## config.mk

```make
export PLATFORM = sky130hd
export DESIGN_NAME = terminal_key_decoder_unit
export DESIGN_NICKNAME = d
export VERILOG_FILES = /design/src/tkd_pkg.sv /design/src/terminal_key_decoder_unit.sv /design/src/tkd_csi_match.sv /design/src/tkd_decoder.sv
export SDC_FILE = /design/constraint.sdc
export NUM_CORES = 1
export LEC_CHECK = 0
export ABC_AREA = 0
export BUFFER_PORTS_ARGS = -buffer_cell sky130_fd_sc_hd__buf_2
export CAP_MARGIN = 10
export CORE_MARGIN = 4
export CORE_UTILIZATION = 60
export DETAILED_ROUTE_END_ITERATION = 10
export GPL_ROUTABILITY_DRIVEN = 0
export GPL_TIMING_DRIVEN = 0
export PLACE_DENSITY = 0.8
export SYNTH_ARGS = -nofsm -noshare
export SYNTH_HDL_FRONTEND = slang
export SYNTH_HIERARCHICAL = 1
export SYNTH_SLANG_ARGS = --single-unit
```

## constraint.sdc

```tcl
create_clock -name clk_i -period 6.1 [get_ports clk_i]
set_input_delay 0.305 -clock clk_i [delete_from_list [all_inputs] [get_ports clk_i]]
set_output_delay 0.305 -clock clk_i [all_outputs]
set_load 0.05 [all_outputs]
```

## src/tkd_pkg.sv

```systemverilog
// ----------------------------------------------------------------------------
// tkd_pkg
// Shared types, codes and lookup function of the terminal key decoder.
// ----------------------------------------------------------------------------
`default_nettype none

package tkd_pkg;

  // Longest CSI body that is ever matched, and how many of its bytes are kept
  // (the last one is always the incoming byte).
  localparam int unsigned CsiMaxLen = 4;
  localparam int unsigned SeqKeep   = CsiMaxLen - 1;

  localparam int unsigned MaxCsiBytes = 6;

  localparam logic [7:0] ByteEsc     = 8'h1B;
  localparam logic [7:0] ByteBracket = 8'h5B;
  localparam logic [7:0] ByteBlank   = 8'h20;
  localparam logic [7:0] ByteDel     = 8'h7F;

  typedef enum logic [4:0] {
    ActBackspace = 5'd0,
    ActReturn    = 5'd1,
    ActEol       = 5'd2,
    ActBol       = 5'd3,
    ActHistUp    = 5'd4,
    ActHistDown  = 5'd5,
    ActLeft      = 5'd6,
    ActRight     = 5'd7,
    ActIns       = 5'd8,
    ActDel       = 5'd9,
    ActComplete  = 5'd10,
    ActClrLine   = 5'd11,
    ActClrEol    = 5'd12,
    ActAddChar   = 5'd13,
    ActBot       = 5'd14,
    ActEot       = 5'd15,
    ActCancel    = 5'd16,
    ActExit      = 5'd17,
    ActNone      = 5'd18
  } action_e;

  typedef enum logic [2:0] {
    PhIdle = 3'b001,
    PhEsc  = 3'b010,
    PhCsi  = 3'b100
  } phase_e;

  // One result word from the decoder to the output register.
  typedef struct packed {
    logic       valid;
    action_e    action;
    logic [7:0] key_char;
  } result_t;

  // Control bytes 0x00..0x1F and DEL; anything else unmapped.
  function automatic action_e ctrl_action(input logic [7:0] b);
    action_e a;
    unique case (b)
      8'h01:   a = ActBol;
      8'h02:   a = ActLeft;
      8'h03:   a = ActCancel;
      8'h04:   a = ActExit;
      8'h05:   a = ActEol;
      8'h06:   a = ActRight;
      8'h08:   a = ActBackspace;
      8'h09:   a = ActComplete;
      8'h0A:   a = ActReturn;
      8'h0B:   a = ActClrEol;
      8'h0D:   a = ActReturn;
      8'h0E:   a = ActHistDown;
      8'h10:   a = ActHistUp;
      8'h15:   a = ActClrLine;
      ByteDel: a = ActBackspace;
      default: a = ActNone;
    endcase
    return a;
  endfunction

endpackage

`default_nettype wire

```

## src/terminal_key_decoder_unit.sv

```systemverilog
// ----------------------------------------------------------------------------
// terminal_key_decoder_unit
// Terminal byte stream to line-editing key actions.
// ----------------------------------------------------------------------------
// Takes one terminal byte per word and gives at most one key action word per
// byte. Printable bytes give add_char, control bytes and DEL go through a
// fixed table, a byte after ESC other than [ or ESC gives add_char, and ESC [
// sequences are matched after every byte against the known cursor and editing
// keys; a sequence that has not matched after MaxCsiBytes body bytes gives
// "none". A byte is taken every cycle while the output is drained. An accepted
// byte sits in the byte register and is decoded there; its result goes to the
// result register when the byte advances, which waits while an older result
// is not taken. The byte register and the result register each hold one word:
// while a result waits, one more byte is taken, and then the input stalls until
// the result is taken, whether or not that byte gives a result.
`default_nettype none

module terminal_key_decoder_unit #(
  parameter int unsigned MaxCsiBytes = tkd_pkg::MaxCsiBytes
) (
  input  var logic       clk_i,
  input  var logic       rst_ni,
  input  var logic       in_valid_i,
  output logic           in_ready_o,
  input  var logic [7:0] in_byte_i,
  output logic           out_valid_o,
  input  var logic       out_ready_i,
  output logic [4:0]     action_o,
  output logic [7:0]     key_char_o
);

  logic             in_valid_q;
  logic [7:0]       in_byte_q;
  logic             advance;
  logic             out_valid_q;
  tkd_pkg::action_e action_q;
  logic [7:0]       key_char_q;
  tkd_pkg::result_t res;

  assign advance    = in_valid_q && (!out_valid_q || out_ready_i);
  assign in_ready_o = !in_valid_q || advance;

  always_ff @(posedge clk_i or negedge rst_ni) begin
    if (!rst_ni) begin
      in_valid_q <= 1'b0;
    end else if (in_ready_o) begin
      in_valid_q <= in_valid_i;
    end
  end

  always_ff @(posedge clk_i) begin
    if (in_ready_o && in_valid_i) begin
      in_byte_q <= in_byte_i;
    end
  end

  tkd_decoder #(
    .MaxCsiBytes (MaxCsiBytes)
  ) u_decoder (
    .clk_i  (clk_i),
    .rst_ni (rst_ni),
    .step_i (advance),
    .byte_i (in_byte_q),
    .res_o  (res)
  );

  always_ff @(posedge clk_i or negedge rst_ni) begin
    if (!rst_ni) begin
      out_valid_q <= 1'b0;
    end else if (advance && res.valid) begin
      out_valid_q <= 1'b1;
    end else if (out_ready_i) begin
      out_valid_q <= 1'b0;
    end
  end

  always_ff @(posedge clk_i) begin
    if (advance && res.valid) begin
      action_q   <= res.action;
      key_char_q <= res.key_char;
    end
  end

  assign out_valid_o = out_valid_q;
  assign action_o    = action_q;
  assign key_char_o  = key_char_q;

endmodule

`default_nettype wire

```

## src/tkd_csi_match.sv

```systemverilog
// ----------------------------------------------------------------------------
// tkd_csi_match
// Exact compare of the collected CSI body against the fixed key sequences.
// ----------------------------------------------------------------------------
`default_nettype none

module tkd_csi_match #(
  parameter int unsigned CntW = 3
) (
  input  var logic [CntW-1:0] len_i,   // body length including the new byte
  input  var logic [7:0]      body_i [tkd_pkg::CsiMaxLen],
  output tkd_pkg::action_e    action_o  // ActNone when nothing matches
);

  always_comb begin
    action_o = tkd_pkg::ActNone;
    if (len_i == CntW'(1)) begin
      case (body_i[0])
        8'h41:   action_o = tkd_pkg::ActHistUp;    // A
        8'h42:   action_o = tkd_pkg::ActHistDown;  // B
        8'h43:   action_o = tkd_pkg::ActRight;     // C
        8'h44:   action_o = tkd_pkg::ActLeft;      // D
        8'h46:   action_o = tkd_pkg::ActEol;       // F
        8'h48:   action_o = tkd_pkg::ActBol;       // H
        default: action_o = tkd_pkg::ActNone;
      endcase
    end else if (len_i == CntW'(2) && body_i[1] == 8'h7E) begin
      case (body_i[0])
        8'h31:   action_o = tkd_pkg::ActBol;
        8'h32:   action_o = tkd_pkg::ActIns;
        8'h33:   action_o = tkd_pkg::ActDel;
        8'h34:   action_o = tkd_pkg::ActEol;
        8'h37:   action_o = tkd_pkg::ActBol;
        8'h38:   action_o = tkd_pkg::ActEol;
        default: action_o = tkd_pkg::ActNone;
      endcase
    end else if (len_i == CntW'(4) && body_i[0] == 8'h31 && body_i[1] == 8'h3B &&
                 body_i[2] == 8'h35) begin
      // ESC [ 1 ; 5 D / C: ctrl-left / ctrl-right
      case (body_i[3])
        8'h44:   action_o = tkd_pkg::ActBot;
        8'h43:   action_o = tkd_pkg::ActEot;
        default: action_o = tkd_pkg::ActNone;
      endcase
    end
  end

endmodule

`default_nettype wire

```

## src/tkd_decoder.sv

```systemverilog
// ----------------------------------------------------------------------------
// tkd_decoder
// Escape state machine: phase, CSI byte count and collected body bytes.
// ----------------------------------------------------------------------------
`default_nettype none

module tkd_decoder #(
  parameter int unsigned MaxCsiBytes = tkd_pkg::MaxCsiBytes
) (
  input  var logic             clk_i,
  input  var logic             rst_ni,
  input  var logic             step_i,   // consume byte_i this cycle
  input  var logic [7:0]       byte_i,
  output tkd_pkg::result_t     res_o
);

  localparam int unsigned CntW = $clog2(MaxCsiBytes + 1);

  tkd_pkg::phase_e phase_q, phase_d;
  logic [CntW-1:0] cnt_q, cnt_d, cnt_inc;
  logic [7:0]      seq_q [tkd_pkg::SeqKeep];
  logic [7:0]      body  [tkd_pkg::CsiMaxLen];
  tkd_pkg::action_e csi_act;

  assign cnt_inc = cnt_q + CntW'(1);

  // Current body: stored bytes, with the incoming byte at the count position.
  always_comb begin
    for (int i = 0; i < int'(tkd_pkg::CsiMaxLen); i++) begin
      if (i < int'(tkd_pkg::SeqKeep) && cnt_q != CntW'(i)) begin
        body[i] = seq_q[i];
      end else begin
        body[i] = byte_i;
      end
    end
  end

  tkd_csi_match #(
    .CntW (CntW)
  ) u_match (
    .len_i    (cnt_inc),
    .body_i   (body),
    .action_o (csi_act)
  );

  always_comb begin
    phase_d        = phase_q;
    cnt_d          = cnt_q;
    res_o.valid    = 1'b0;
    res_o.action   = tkd_pkg::ActNone;
    res_o.key_char = tkd_pkg::ByteBlank;
    unique case (phase_q)
      tkd_pkg::PhEsc: begin
        if (byte_i == tkd_pkg::ByteBracket) begin
          phase_d = tkd_pkg::PhCsi;
          cnt_d   = '0;
        end else if (byte_i != tkd_pkg::ByteEsc) begin
          phase_d        = tkd_pkg::PhIdle;
          res_o.valid    = 1'b1;
          res_o.action   = tkd_pkg::ActAddChar;
          res_o.key_char = byte_i;
        end
      end
      tkd_pkg::PhCsi: begin
        cnt_d = cnt_inc;
        if (csi_act != tkd_pkg::ActNone) begin
          phase_d      = tkd_pkg::PhIdle;
          cnt_d        = '0;
          res_o.valid  = 1'b1;
          res_o.action = csi_act;
        end else if (cnt_inc >= CntW'(MaxCsiBytes)) begin
          phase_d     = tkd_pkg::PhIdle;
          cnt_d       = '0;
          res_o.valid = 1'b1;
        end
      end
      default: begin
        phase_d = tkd_pkg::PhIdle;
        if (byte_i >= 8'h20 && byte_i <= 8'h7E) begin
          res_o.valid    = 1'b1;
          res_o.action   = tkd_pkg::ActAddChar;
          res_o.key_char = byte_i;
        end else if (byte_i == tkd_pkg::ByteEsc) begin
          phase_d = tkd_pkg::PhEsc;
        end else begin
          res_o.valid  = 1'b1;
          res_o.action = tkd_pkg::ctrl_action(byte_i);
        end
      end
    endcase
  end

  always_ff @(posedge clk_i or negedge rst_ni) begin
    if (!rst_ni) begin
      phase_q <= tkd_pkg::PhIdle;
      cnt_q   <= '0;
    end else if (step_i) begin
      phase_q <= phase_d;
      cnt_q   <= cnt_d;
    end
  end

  // Only the first bytes of a body are ever compared.
  always_ff @(posedge clk_i) begin
    for (int i = 0; i < int'(tkd_pkg::SeqKeep); i++) begin
      if (step_i && phase_q == tkd_pkg::PhCsi && cnt_q == CntW'(i)) begin
        seq_q[i] <= byte_i;
      end
    end
  end

endmodule

`default_nettype wire
```

==> flow_summary.toml, run 1 <==
[run_status]
status = "finished, final reports clean"

[yosys]
synth.top_cell.area_share_pct = 43.9
synth_fp_nets = 286
netlist_area_um2 = 3080
synth-seq-cells = 53
seq_area_frac_synth_pct = 50.4
synth_edf_count = 45
synthArstFlopShare_pct = 15.1
synth.top_cells.by_area = "edfxtp_1, mux2_1, dfrtp_1"
syn_avg_cell_area_um2 = 11.5
yosysUniqueCellTypes = 69
synthCells = 269
ys_warn_count = 6
synth_ff_type = "edfxtp_1"
yosysTopAreaCell = "edfxtp_1"

[timing]
rsz0062_at_grt = "no"
fmax_mhz = 192
min_period_ns = 5.22
timing.hold.ws_ns = 0.163
worst_pin_slew_ns = 1.09
hold_viol = 0
slew_headroom_pct = 26.9
fin_worst_skew_ns = 0.0123
setup_ws_ns = 0.881
slew_violations = 0
period_share_pct = 85.6
tns_ns = 0
setup_viol = 0

[layout]
fillers = 354
layout_common_cells = "edfxtp_1, nand2_1, buf_2, nor2_1, mux2_1"
nets = 320
multi_input_area_um2 = 1440
finalNonFillerCells = 371
area_growth_pct = 11.6
final_common_cell = "edfxtp_1"
finish.instance_area_um2 = 3440
drive_above_1_share_pct = 19.4
final_util_pct = 70.9
ff_latch_area_um2 = 1550
n_antenna_cell = 0

[drt]
drt-pass1-iter-count = 5
wirelength_um = 6460
wire_per_inst_um = 17.4
drtIter0Drc = 218
ant_nets = 0
drc = 0
num_vias = 2254
vias_per_cell = 6.08

[worst_setup_path]
r2r_slack_ns = 0.88
end_kind = "flip-flop"
reg2reg_depth = 17
worstSetupEndpoint = "action_o[0]"
cp-start-kind = "flip-flop"
arrival_ns = 5.16
rr_startpoint = "u_decoder/cnt_q[0]"
critPathMaxFanout = 13
cp.required_ns = 6.04
rr_endpoint = "action_o[0]"
critPathLaunch = "u_decoder/cnt_q[0]"
crit_type = "flip-flop to flip-flop"

[grt]
grt_pass1_wl_um = 10700
grt_pass1_vias = 2132
grt_util_met1_pct = 30.1
grt_use_total_pct = 22.3
antenna_found_initial = 0
top_usage_layer = "met2"
use_met3_pct = 4.29
grt-ovfl-total = 0
grt_use_met2_pct = 34.5
grt_start_max_net_pins = 17

[clock_tree]
ctsHtreeMaxLevel = 2
clock_latency_ns = 0.32
numCtsBuffers = 5
cts_sinks = 53
clock_path_buffers = 2
ctsResizeCount = 0
clockRootBuffer = "clkbuf_8"
clk_pin_slew_ns = 0.09
cts_tree = "built"

[die]
core-area_um2 = 4850
dieHeight_um = 79.7
dieArea_um2 = 6340
initial_core_util_pct = 63.5
rows = 25
chipWidth_um = 79.7
io-pin-count = 27

[placed_design]
dp_hpwl_um = 4660
placed_cells = 362
portBuffers = 26
post-place-ws_ns = 0.910
placed_cell_area_um2 = 3290

[job]
drv_cap = 0

[hold_path]
hp-start = "in_byte_i[2]"
worstHoldPathType = "input pin to flip-flop"

[power]
p_leak_nw = 1.26
powerDensity_nw_per_um2 = 235
peakVddDrop_mv = 0.194
total_power_uw = 807
## area by class of cell
cell class / count / share of cell area (%)
tap: 67 / 2.44
sequential: 53 / 45.2
clock inverter: 3 / 1.89
inverter: 9 / 0.983
clock buffer: 5 / 2.00
multi-input combinational: 194 / 41.7
timing repair buffer: 27 / 4.08
buffer: 13 / 1.71
## cell usage after synthesis (2+ instances only)
library cell / n
a2111oi_2: 2
a211o_1: 3
a21oi_1: 3
a221o_1: 4
a221oi_1: 2
and2_1: 9
and3_2: 2
buf_1: 4
buf_2: 2
clkbuf_1: 6
dfrtp_1: 7
edfxtp_1: 45
ha_1: 5
inv_1: 7
inv_2: 2
mux2_1: 16
nand2_1: 31
nand2b_1: 8
nand3_1: 6
nand4_1: 3
nor2_1: 18
nor2b_1: 4
nor3_1: 3
nor3b_1: 3
nor4_1: 2
nor4_4: 2
nor4b_1: 3
nor4b_2: 3
o211ai_1: 2
o21a_1: 3
o21ai_0: 5
o21ai_1: 11
o22ai_1: 2
o2bb2ai_1: 2
o31ai_1: 2
o32ai_1: 2
or4_4: 2
xor2_1: 2
## sequential cells by signal, indices dropped and copies added (netlist names)
register	count
u_decoder/seq_q	24
in_byte_q	8
key_char_o	8
action_o	5
u_decoder/cnt_q	3
u_decoder/phase_q	3
in_valid_q	1
out_valid_o	1
## power by group
group | leakage (nW) | switching (mW) | internal, mW
Clock | 0.0681 | 0.116 | 0.163
Combinational | 0.674 | 0.0748 | 0.0314
Sequential | 0.519 | 0.0132 | 0.409
## timing repair
| item | 4_1_cts | 5_1_grt |
|---|---|---|
| endpoints found under the hold margin | 7 | 0 |
| buffers inserted | 0 | 0 |
| hold buffers | 1 | 0 |
## layer usage
metal  vias to the layer above  share of wire, %  wire length (µm)
li1                       1092                 -                 -
met1                      1045                43              2790
met2                        96                47              3010
met3                        21               6.9               447
met4                         0               3.3               214
met5                         -                 0                 0
## kinds of logic (layout without fill, tap and decap cells)
logic type / Yosys count / in the layout / share of synthesized area [%]
simple gates: 112 / 112 / 23.3
compound gates: 57 / 57 / 14.2
flops: 53 / 53 / 50.4
buf+inv: 22 / 57 / 3.01
mux: 17 / 17 / 6.17
fa+ha+maj: 5 / 5 / 2.03
xor+xnor: 3 / 3 / 0.853
## worst max-delay path, cell delays in order, from the launching register on
cell and delay [ns]:
dfrtp_1 0.43, inv_1 0.18, ha_1 0.24, nand2b_1 0.16, buf_1 0.38, mux2_1 0.38
buf_6 0.14, or4_4 0.54, nor4_4 0.27, nand4_2 0.15, nor4b_2 0.36, a31o_1 0.16
nand4bb_1 0.20, nor2_1 0.08, nand2_1 0.09, a221o_1 0.17, nand2_1 0.07, nor2b_1 0.84
## how the worst min path moves through the flow
stage / cells after the start / end
final: 1 / in_byte_q[2]
after global routing: 1 / in_byte_q[3]
after CTS: 1 / in_byte_q[3]
after detailed placement: 1 / u_decoder/phase_q[1]
after global placement: 1 / u_decoder/phase_q[1]
after floorplan: 0 / in_valid_q
(Power assumes the default switching activity.)
==> run 2, diff against run 1 <==
==> constraint.sdc (replaced) <==
create_clock -name clk_i -period 6.1 [get_ports clk_i]
set_input_delay 0.61 -clock clk_i [delete_from_list [all_inputs] [get_ports clk_i]]
set_output_delay 0.61 -clock clk_i [all_outputs]
set_load 0.05 [all_outputs]
==> run 2 against run 1 <==
- setup slack worse by 0.0041 ns
- utilization decreased by 0.21 points
- largest cell class unchanged
- critical endpoint unchanged
- total power about the same
- critical path type unchanged
- design area fell by 0.29%
- largest power group unchanged
- wire length grew 0.45%
==> flow_summary.toml, run 2 (synthesis results as in run 1) <==
[run_status]
status = "finished, final reports clean"

[timing]
fmax_mhz = 191
slew_violations = 0
slew_headroom_pct = 26.9
worst_pin_slew_ns = 1.09
tns_ns = 0
setup_viol = 0
min_period_ns = 5.22
period_share_pct = 85.6
hold_viol = 0
timing.hold.ws_ns = 0.116
rsz0062_at_grt = "no"
fin_worst_skew_ns = 0.0110

[clock_tree]
post_cts_buffers = 0
ctsResizeCount = 0
numCtsBuffers = 5
cts_sinks = 53
ctsHtreeMaxLevel = 2
clk_pin_slew_ns = 0.09
clockRootBuffer = "clkbuf_8"
cts_hold_buf = 0
clock_latency_ns = 0.32
cts_tree = "built"
clock_path_buffers = 2

[die]
dieArea_um2 = 6340
dieHeight_um = 79.7
io-pin-count = 27
initial_core_util_pct = 63.5
core-area_um2 = 4850
rows = 25
chipWidth_um = 79.7

[layout]
largest_reg_flops = 24
final_common_cell = "edfxtp_1"
nets = 319
drive_above_1_share_pct = 19.5
area_growth_pct = 11.3
layout_common_cells = "edfxtp_1, nand2_1, buf_2, nor2_1, mux2_1"
regMostFlops = "u_decoder/seq_q"
n_antenna_cell = 0
finalNonFillerCells = 370

[worst_setup_path]
crit_chain = "inv_1 > ha_1 > nand2b_1 > buf_1 > mux2_1 > buf_6 > or4_4 > nor4_4 > nand4_2 > a2111oi_2 > a22o_1 > nand4bb_1 > nor2_1 > nand2_1 > a221o_1 > nand2_1 > nor2b_1"
end_kind = "flip-flop"
rr_startpoint = "u_decoder/cnt_q[0]"
arrival_ns = 5.16
r2r_slack_ns = 0.88
worst_path_most_repeated_cell = "nand2_1"
cp-start-kind = "flip-flop"
worst-path-stages = 17
cp_top_family = "simple AND/OR/NAND/NOR gates"
max_stage_delay_ns = 0.84
rr_endpoint = "action_o[0]"
path_buf_inv = 3
critPathMaxFanout = 13
critPathLaunch = "u_decoder/cnt_q[0]"
crit_type = "flip-flop to flip-flop"
reg2reg_depth = 17
cp.required_ns = 6.04
crit_slowest_cell = "nor2b_1"

[grt]
grt_pass1_vias = 2134
grt_pass1_wl_um = 10700
grt_start_max_net_pins = 17
antenna_found_initial = 0
grt-ovfl-total = 0
grt_use_total_pct = 22.3

[job]
drv_cap = 0

[power]
total_power_uw = 808
peakVddDrop_mv = 0.194
powerDensity_nw_per_um2 = 236
p_leak_nw = 1.26

[hold_path]
worstHoldPathType = "input pin to asynchronous set/reset pin"

[placed_design]
portBuffers = 26
dp_hpwl_um = 4660
placed_cells = 362

[drt]
wire_per_inst_um = 17.5
drtIter0Drc = 197
drt-pass1-iter-count = 4
vias_per_cell = 6.02
num_vias = 2229
ant_nets = 0
wirelength_um = 6480
drc = 0
## run 2: cell types whose count changed in the layout (fill, tap and decap cells not counted)
| cell | delta |
|---|---|
| dlygate4sd3_1 | -1 |
## run 2: routing by layer
metal	part of all wire, %	track usage, %
met5	0	0
met4	2.2	10.7
met3	7.9	4.29
met2	47	34.5
met1	43	30.2
## run 2: per-stage QoR
stage                     setup WS (ns)  util [%]  instance area, µm²
final                             0.877      70.7                3430
after global placement            0.953      67.9                3290
after detailed placement          0.910      67.9                3290
after global routing              0.447      70.7                3430
after floorplan                    1.67         -                3080
after CTS                         0.890      70.7                3430
## run 2: how the worst max path moves through the flow
stage | slack [ns] | to
6_report | 0.88 | action_o[0]
5_1_grt | 0.45 | action_o[1]
4_1_cts | 0.89 | action_o[2]
3_5_place_dp | 0.91 | action_o[3]
3_3_place_gp | 0.95 | action_o[2]
2_1_floorplan | 1.67 | action_o[0]
## run 2: area by class of cell
class / instances / area, µm²
plain buffers: 13 / 58.8
clock buffers: 5 / 68.8
clock inverters: 3 / 65.1
fillers: 356 / 1420
inverters: 9 / 33.8
multi-input cells: 194 / 1440
flip-flops and latches: 53 / 1550
well taps: 67 / 83.8
repair buffers: 26 / 130
## run 2: report_power, final
part	switching [mW]	internal, mW
Clock	0.117	0.163
Combinational	0.0747	0.0310
Sequential	0.0130	0.409
## run 2: worst reg2reg max path, cell delays in order, from the launching register on
cell and delay, ns:
dfrtp_1 0.44, inv_1 0.18, ha_1 0.23, nand2b_1 0.15, buf_1 0.37, mux2_1 0.38, buf_6 0.14, or4_4 0.54
nor4_4 0.26, nand4_2 0.15, a2111oi_2 0.31, a22o_1 0.23, nand4bb_1 0.19, nor2_1 0.08, nand2_1 0.09, a221o_1 0.18
nand2_1 0.07, nor2b_1 0.84
